`src/hdl/hrf_pkg.sv`:
```
// Package for the request framer: key status codes, key text and code values.
// No dependencies.
package hrf_pkg;

	localparam int CONN_COUNT_DEFAULT  = 64;
	localparam int LENGTH_BITS_DEFAULT = 32;
	localparam int KEY_LEN             = 16;
	localparam int TERM_LEN            = 4;
	localparam logic [31:0] MAX_BODY_RESET = 32'd1048576;

	localparam logic OP_DATA = 1'b0;
	localparam logic OP_DROP = 1'b1;

	typedef enum logic [1:0] {
		KS_SEARCH  = 2'd0,
		KS_DIGITS  = 2'd1,
		KS_DONE    = 2'd2,
		KS_CLAMPED = 2'd3
	} key_status_t;

	localparam logic [7:0] CH_CR = 8'h0d;
	localparam logic [7:0] CH_LF = 8'h0a;

	function automatic logic [7:0] key_char(input logic [3:0] idx);
		logic [7:0] ch;
		case (idx)
			4'd0: ch = "C";
			4'd1: ch = "o";
			4'd2: ch = "n";
			4'd3: ch = "t";
			4'd4: ch = "e";
			4'd5: ch = "n";
			4'd6: ch = "t";
			4'd7: ch = "-";
			4'd8: ch = "L";
			4'd9: ch = "e";
			4'd10: ch = "n";
			4'd11: ch = "g";
			4'd12: ch = "t";
			4'd13: ch = "h";
			4'd14: ch = ":";
			default: ch = " ";
		endcase
		return ch;
	endfunction

endpackage

```
`src/hdl/hrf_front.sv`:
```
// Front part: accepts requests, drops out-of-range connections and hands them on a short queue.
// Depends on hrf_pkg.
module hrf_front #(
	parameter int CONN_COUNT = hrf_pkg::CONN_COUNT_DEFAULT,
	parameter int CW         = 6
) (
	input  logic          clk,
	input  logic          arst_n,
	input  logic          push,
	output logic          full,
	input  logic          op,
	input  logic [5:0]    conn,
	input  logic [7:0]    data,
	output logic          q_valid,
	input  logic          q_take,
	output logic          q_op,
	output logic [CW-1:0] q_conn,
	output logic [7:0]    q_data
);
	import hrf_pkg::*;

	localparam int QD = 4;

	logic          op_q   [QD];
	logic [CW-1:0] conn_q [QD];
	logic [7:0]    data_q [QD];
	logic [1:0]    wp_q, rp_q;
	logic [2:0]    cnt_q;
	logic          acc, keep;

	assign full    = (cnt_q == 3'(QD));
	assign acc     = push && !full;
	assign keep    = acc && ({26'd0, conn} < 32'(CONN_COUNT));
	assign q_valid = (cnt_q != 3'd0);
	assign q_op    = op_q[rp_q];
	assign q_conn  = conn_q[rp_q];
	assign q_data  = data_q[rp_q];

	always_ff @(posedge clk) begin
		if (keep) begin
			op_q[wp_q]   <= op;
			conn_q[wp_q] <= CW'(conn);
			data_q[wp_q] <= data;
		end
	end

	always_ff @(posedge clk or negedge arst_n) begin
		if (!arst_n) begin
			wp_q  <= '0;
			rp_q  <= '0;
			cnt_q <= '0;
		end else begin
			if (keep) wp_q <= wp_q + 2'd1;
			if (q_take) rp_q <= rp_q + 2'd1;
			cnt_q <= cnt_q + 3'(keep) - 3'(q_take);
		end
	end

	assert property (@(posedge clk) disable iff (!arst_n) cnt_q <= 3'(QD))
		else $error("front queue count overflow");
	assert property (@(posedge clk) disable iff (!arst_n) q_take |-> q_valid)
		else $error("front queue read while empty");

endmodule

```
`config.mk`:
```
export PLATFORM = sky130hd
export DESIGN_NAME = hrf_front
export DESIGN_NICKNAME = d
export VERILOG_FILES = /design/src/hdl/hrf_pkg.sv /design/src/hdl/hrf_front.sv
export SDC_FILE = /design/constraint.sdc
export NUM_CORES = 1
export LEC_CHECK = 0
export ABC_AREA = 1
export BUFFER_PORTS_ARGS = -buffer_cell sky130_fd_sc_hd__buf_2
export CORE_MARGIN = 2
export CORE_UTILIZATION = 57
export DETAILED_ROUTE_END_ITERATION = 10
export HOLD_SLACK_MARGIN = 0.08
export MAX_ROUTING_LAYER = met4
export PLACE_DENSITY = 0.86
export SLEW_MARGIN = 0
export SYNTH_ARGS = -nofsm -noshare
export SYNTH_HDL_FRONTEND = slang
export SYNTH_SLANG_ARGS = --single-unit
```
`constraint.sdc`:
```
create_clock -name clk -period 2.7 [get_ports clk]
set_clock_uncertainty 0.15 [all_clocks]
set_input_delay 0.54 -clock clk [delete_from_list [all_inputs] [get_ports clk]]
set_output_delay 0.54 -clock clk [all_outputs]
set_load 0.02 [all_outputs]
```
==> Word level (Yosys, flattened, before mapping) <==
Memory sizes are Yosys's and may differ from the RTL's.
Index checks and enable logic that the tools add are counted.
{ "word_totals": {"regBits": 7, "mem_bits_rw": 60, "inputBits": 19, "output_inout_bits": 17, "mem_count": 3} }
{ "op_classes": {"n_addsub": 4, "n_eq_ne": 1, "mux": 2, "n_reduce_logical": 3} }
{ "memory_table": {"columns": ["memory", "words", "word_bits", "rd", "rd_ports_with_merged_regs", "write_ports", "line", "rtl"], "rows": [
  ["data_q", 4, 8, 1, 0, 1, "hrf_front.sv:26", "logic [7:0] data_q [QD];"],
  ["conn_q", 4, 6, 1, 0, 1, "hrf_front.sv:25", "logic [CW-1:0] conn_q [QD];"],
  ["op_q", 4, 1, 1, 0, 1, "hrf_front.sv:24", "logic op_q [QD];"]
]} }
{ "op_table": {"columns": ["operator", "count"], "rows": [
  ["adder 2 x 1 -> 2 bit, second input constant", 2],
  ["adder 3 x 1 -> 3 bit", 1],
  ["equality test 3 bit, second input constant", 1],
  ["nonzero test 3 bit", 1],
  ["subtractor 3 x 1 -> 3 bit", 1],
  ["two-way mux 1 bit", 2],
  ["logical AND 1 bit", 1],
  ["zero test 1 bit", 1]
]} }

==> Logic depth before layout (Yosys ltp) <==
{ "depth": {"depth_word": 5, "depth_mapped": 11, "ltp_nobuf": 11} }

==> Worst setup path after synthesis <==
No wires, ideal clock.
{ "synth_timing": {"path_type": "register -> register", "start": "register cnt_q[1]", "end": "register cnt_q[2]", "arrival_time_ps": 1695, "slack_ps": 739, "path_stages_with_launch": 11, "synth_period_minus_slack_ps": 1961, "path_cell_list": "dfrtp_1 nor2_1 nand2_1 nand2_4 ha_1 inv_1 ha_1 inv_1 fa_1 nand3_1 nand2_1"} }
{ "synth_between": {"elab_chain_cells": 5} }
{ "synth_lines": {"columns": ["item", "line", "rtl"], "rows": [
  ["from (decl)", "hrf_front.sv:28", "logic [2:0] cnt_q;"],
  ["from (signal assigned)", "hrf_front.sv:55", "cnt_q <= cnt_q + 3'(keep) - 3'(q_take);"],
  ["equality test 3 bit", "hrf_front.sv:31", "assign full = (cnt_q == 3'(QD));"],
  ["zero test 1 bit", "hrf_front.sv:32", "assign acc = push && !full;"],
  ["logical AND 1 bit", "hrf_front.sv:32", null],
  ["adder 3 x 1 -> 3 bit (*)", "hrf_front.sv:55", null],
  ["subtractor 3 x 1 -> 3 bit (*)", "hrf_front.sv:55", null]
]} }
Mark *: on every way between the ends. The rest lies on a longest branch, timed or not.
A chain may end at the register's enable or synchronous reset.

==> Final worst setup path <==
{ "layout_timing": {"start": "register rp_q[0]", "end": "output q_data[2]"} }
{ "layout_between": {"elab_chain_cells": 1} }
{ "layout_lines": {"columns": ["item", "line", "rtl"], "rows": [
  ["from (decl)", "hrf_front.sv:27", "logic [1:0] wp_q, rp_q;"],
  ["from (signal assigned)", "hrf_front.sv:54", "if (q_take) rp_q <= rp_q + 2'd1;"],
  ["memory read (4 x 8 bit)", null, null],
  ["to (decl)", "hrf_front.sv:18", "output logic [7:0] q_data"]
]} }
Every way passes these cells.

==> impl_metrics.yaml <==
status:
  status: "completed"
logic_synthesis:
  synth_warnings: 0
  synth_fa_ha_area_frac: 0.0332
  synth_top_family_by_area: "buffers and inverters"
  synth_nets: 252
  synthesis.area_mm2: 0.00287
  synth_simple_gate_area_frac: 0.0903
  synth_compound_area_frac: 0.0838
  ys_types: 16
  synthCells: 226
  avgSynthCellArea_um2: 12.7
  muxShareOfSynthArea: 0
  ys_seq_elements: 67
  seq_area_frac_synth: 0.689
  synth_xor_area_frac: 0.00611
power_and_ir_drop:
  total_leakage_power_uw: 0.00145
  ir_drop_mv: 0.681
  p_per_area_mw_per_mm2: 1170
cts:
  clock_latency_ps: 340
  postCtsSetupBuffers: 0
  cts_resized: 0
  cts_buffer_depth: 2
  cts_tree: "yes"
  postCtsHoldBufs: 1
  cts_buffers: 9
  path_clk_slew_ps: 80
  cts_sinks: 67
  htree_num_levels: 3
  cts_root_buf: "clkbuf_8"
worst_setup_path:
  crit_path_start_kind: "flop"
  r2r-end: "cnt_q[2]$_DFF_PN0_"
  reg2reg_setup_slack_ps: 590
  path_max_fanout: 38
  end_kind: "primary output"
  r2r_cells: 10
  startpoint: "rp_q[0]$_DFFE_PN0P_"
  cp_data_arrival_time_ps: 1680
  critical_path_required_ps: 2010
  timing.rr.start: "cnt_q[1]$_DFF_PN0_"
  worstSetupPathType: "flop to primary output"
route:
  routedWlPerCell_um: 13.7
  wirelength_um: 4720
  viasPerCell: 4.92
  drt-pass1-iter-count: 4
  drc: 0
  drt_first_iter_violations: 127
  ant_nets: 0
  vias: 1688
cells_and_area:
  fillers: 332
  stdcell_area_mm2: 0.00336
  seq_area_mm2: 0.00198
  area_growth_pct: 17.3
  nets: 297
  antenna_cells: 0
  drive_gt1_frac: 0.232
  multi_input_area_um2: 612
die:
  initial_core_util: 0.599
  core.rowCount: 25
  dieArea_mm2: 0.00561
  coreArea_mm2: 0.00479
  ios: 36
  die_h_um: 74.9
  die_w_um: 74.9
placement:
  placed_cell_area_mm2: 0.00309
  dp_hpwl_um: 3100
  io_buffers: 35
  gp_congestion: 0.789
global_routing:
  grt_antenna_before_repair: 0
  grt_remaining_overflow: 0
  grt_first_pass_wirelength_um: 7500
  grt_pass1_vias: 1549
  grt_usage: 0.197
  grt_max_degree: 39
timing:
  fin_crit_sh: 0.878
  finalSetupViolations: 0
  max_slew_margin: 0.704
  rsz0062_at_grt: "no"
  worst_slew_pin_slew_ps: 444
  min_period_ps: 2370
  final-hold-violation-count: 0
  max_freq_ghz: 0.422
  hold_slack_ps: 257
  slew_violations: 0
  finalSetupTns_ps: 0
hold_path:
  hold_path_depth: 1
  hold_class: "primary input to flop"
  min_from: "conn[4]"
  min_to: "conn_q[1][4]$_DFFE_PP_"
flow_run:
  drv_cap: 0
-- power breakdown --
group | switching, uW | internal (uW) | total (uW)
logic | 858 | 471 | 1330
registers | 156 | 1380 | 1540
clock network | 377 | 705 | 1080
-- registers in the layout (all words and copies together), names as in the netlist --
register  cells
op_q          4
cnt_q         3
conn_q       24
wp_q          2
rp_q          2
data_q       32
-- stage by stage --
step / utilization / total power (uW) / cells / setup WS [ps]
2_1_floorplan: - / 2570 / 226 / 739
6_report: 0.703 / 3950 / 343 / 329
3_3_place_gp: 0.645 / 2840 / 326 / 681
3_5_place_dp: 0.645 / 2900 / 326 / 608
5_1_grt: 0.703 / 4190 / 343 / 176
4_1_cts: 0.703 / 3990 / 343 / 320
-- synthesized netlist by cell type (all sizes together) --
library cell	n	area share
buf	9	0.034
clkbuf	1	0.0048
dfrtp	7	0.061
edfxtp	60	0.63
fa	1	0.0070
ha	6	0.026
inv	44	0.058
nand2	58	0.079
nand3	3	0.0052
nor2	5	0.0065
o211ai	30	0.084
xor2	2	0.0061
-- per-layer routing --
metal	wire length (um)	global-route usage
met3	245	0.0576
met4	70	0.0952
met5	0	-
met1	2010	0.247
met2	2390	0.294
-- how the worst max path moves through the flow --
stage	endpoint	slack (ps)	cells past startpoint
after global routing	q_data[6]	180	5
final	q_data[2]	330	5
after CTS	q_data[2]	320	5
after global placement	cnt_q[2]$_DFF_PN0_	680	10
after floorplan	cnt_q[2]$_DFF_PN0_	740	10
after detailed placement	cnt_q[2]$_DFF_PN0_	610	10
-- area by class of cell --
class,count,area share
repair buffers,44,0.0766
inverters,44,0.0499
flip-flops and latches,67,0.588
well taps,67,0.0249
clock buffers,9,0.0368
multi-input cells,105,0.182
clock inverters,7,0.0417
-- cell families after synthesis --
group,after synthesis
flip-flops,67
AND/OR/NAND/NOR,66
adder cells (fa/ha/maj),7
AO/OA/AOI/OAI,30
buffers and inverters,54
XOR/XNOR,2
-- layout by cell type (no fill, tap or decap) --
cell,n
clkinv_4,1
edfxtp_1,60
inv_4,1
buf_2,35
bufinv_16,4
dfrtp_1,6
o211ai_2,3
xor2_1,2
dlygate4sd3_1,1
buf_4,7
o211ai_1,27
dfrtp_2,1
buf_12,1
clkinvlp_4,1
nand2_1,57
inv_1,43
clkbuf_8,9
nand2_4,1
nor2_1,5
fa_1,1
ha_1,6
clkinv_1,1
nand3_1,3
-- critical path: stages, from the launching register on --
cell      delay, ps
dfrtp_2         650
buf_12          250
nand2_1          90
o211ai_1        100
nand2_1          80
buf_2           160
(Power assumes the default switching activity.)
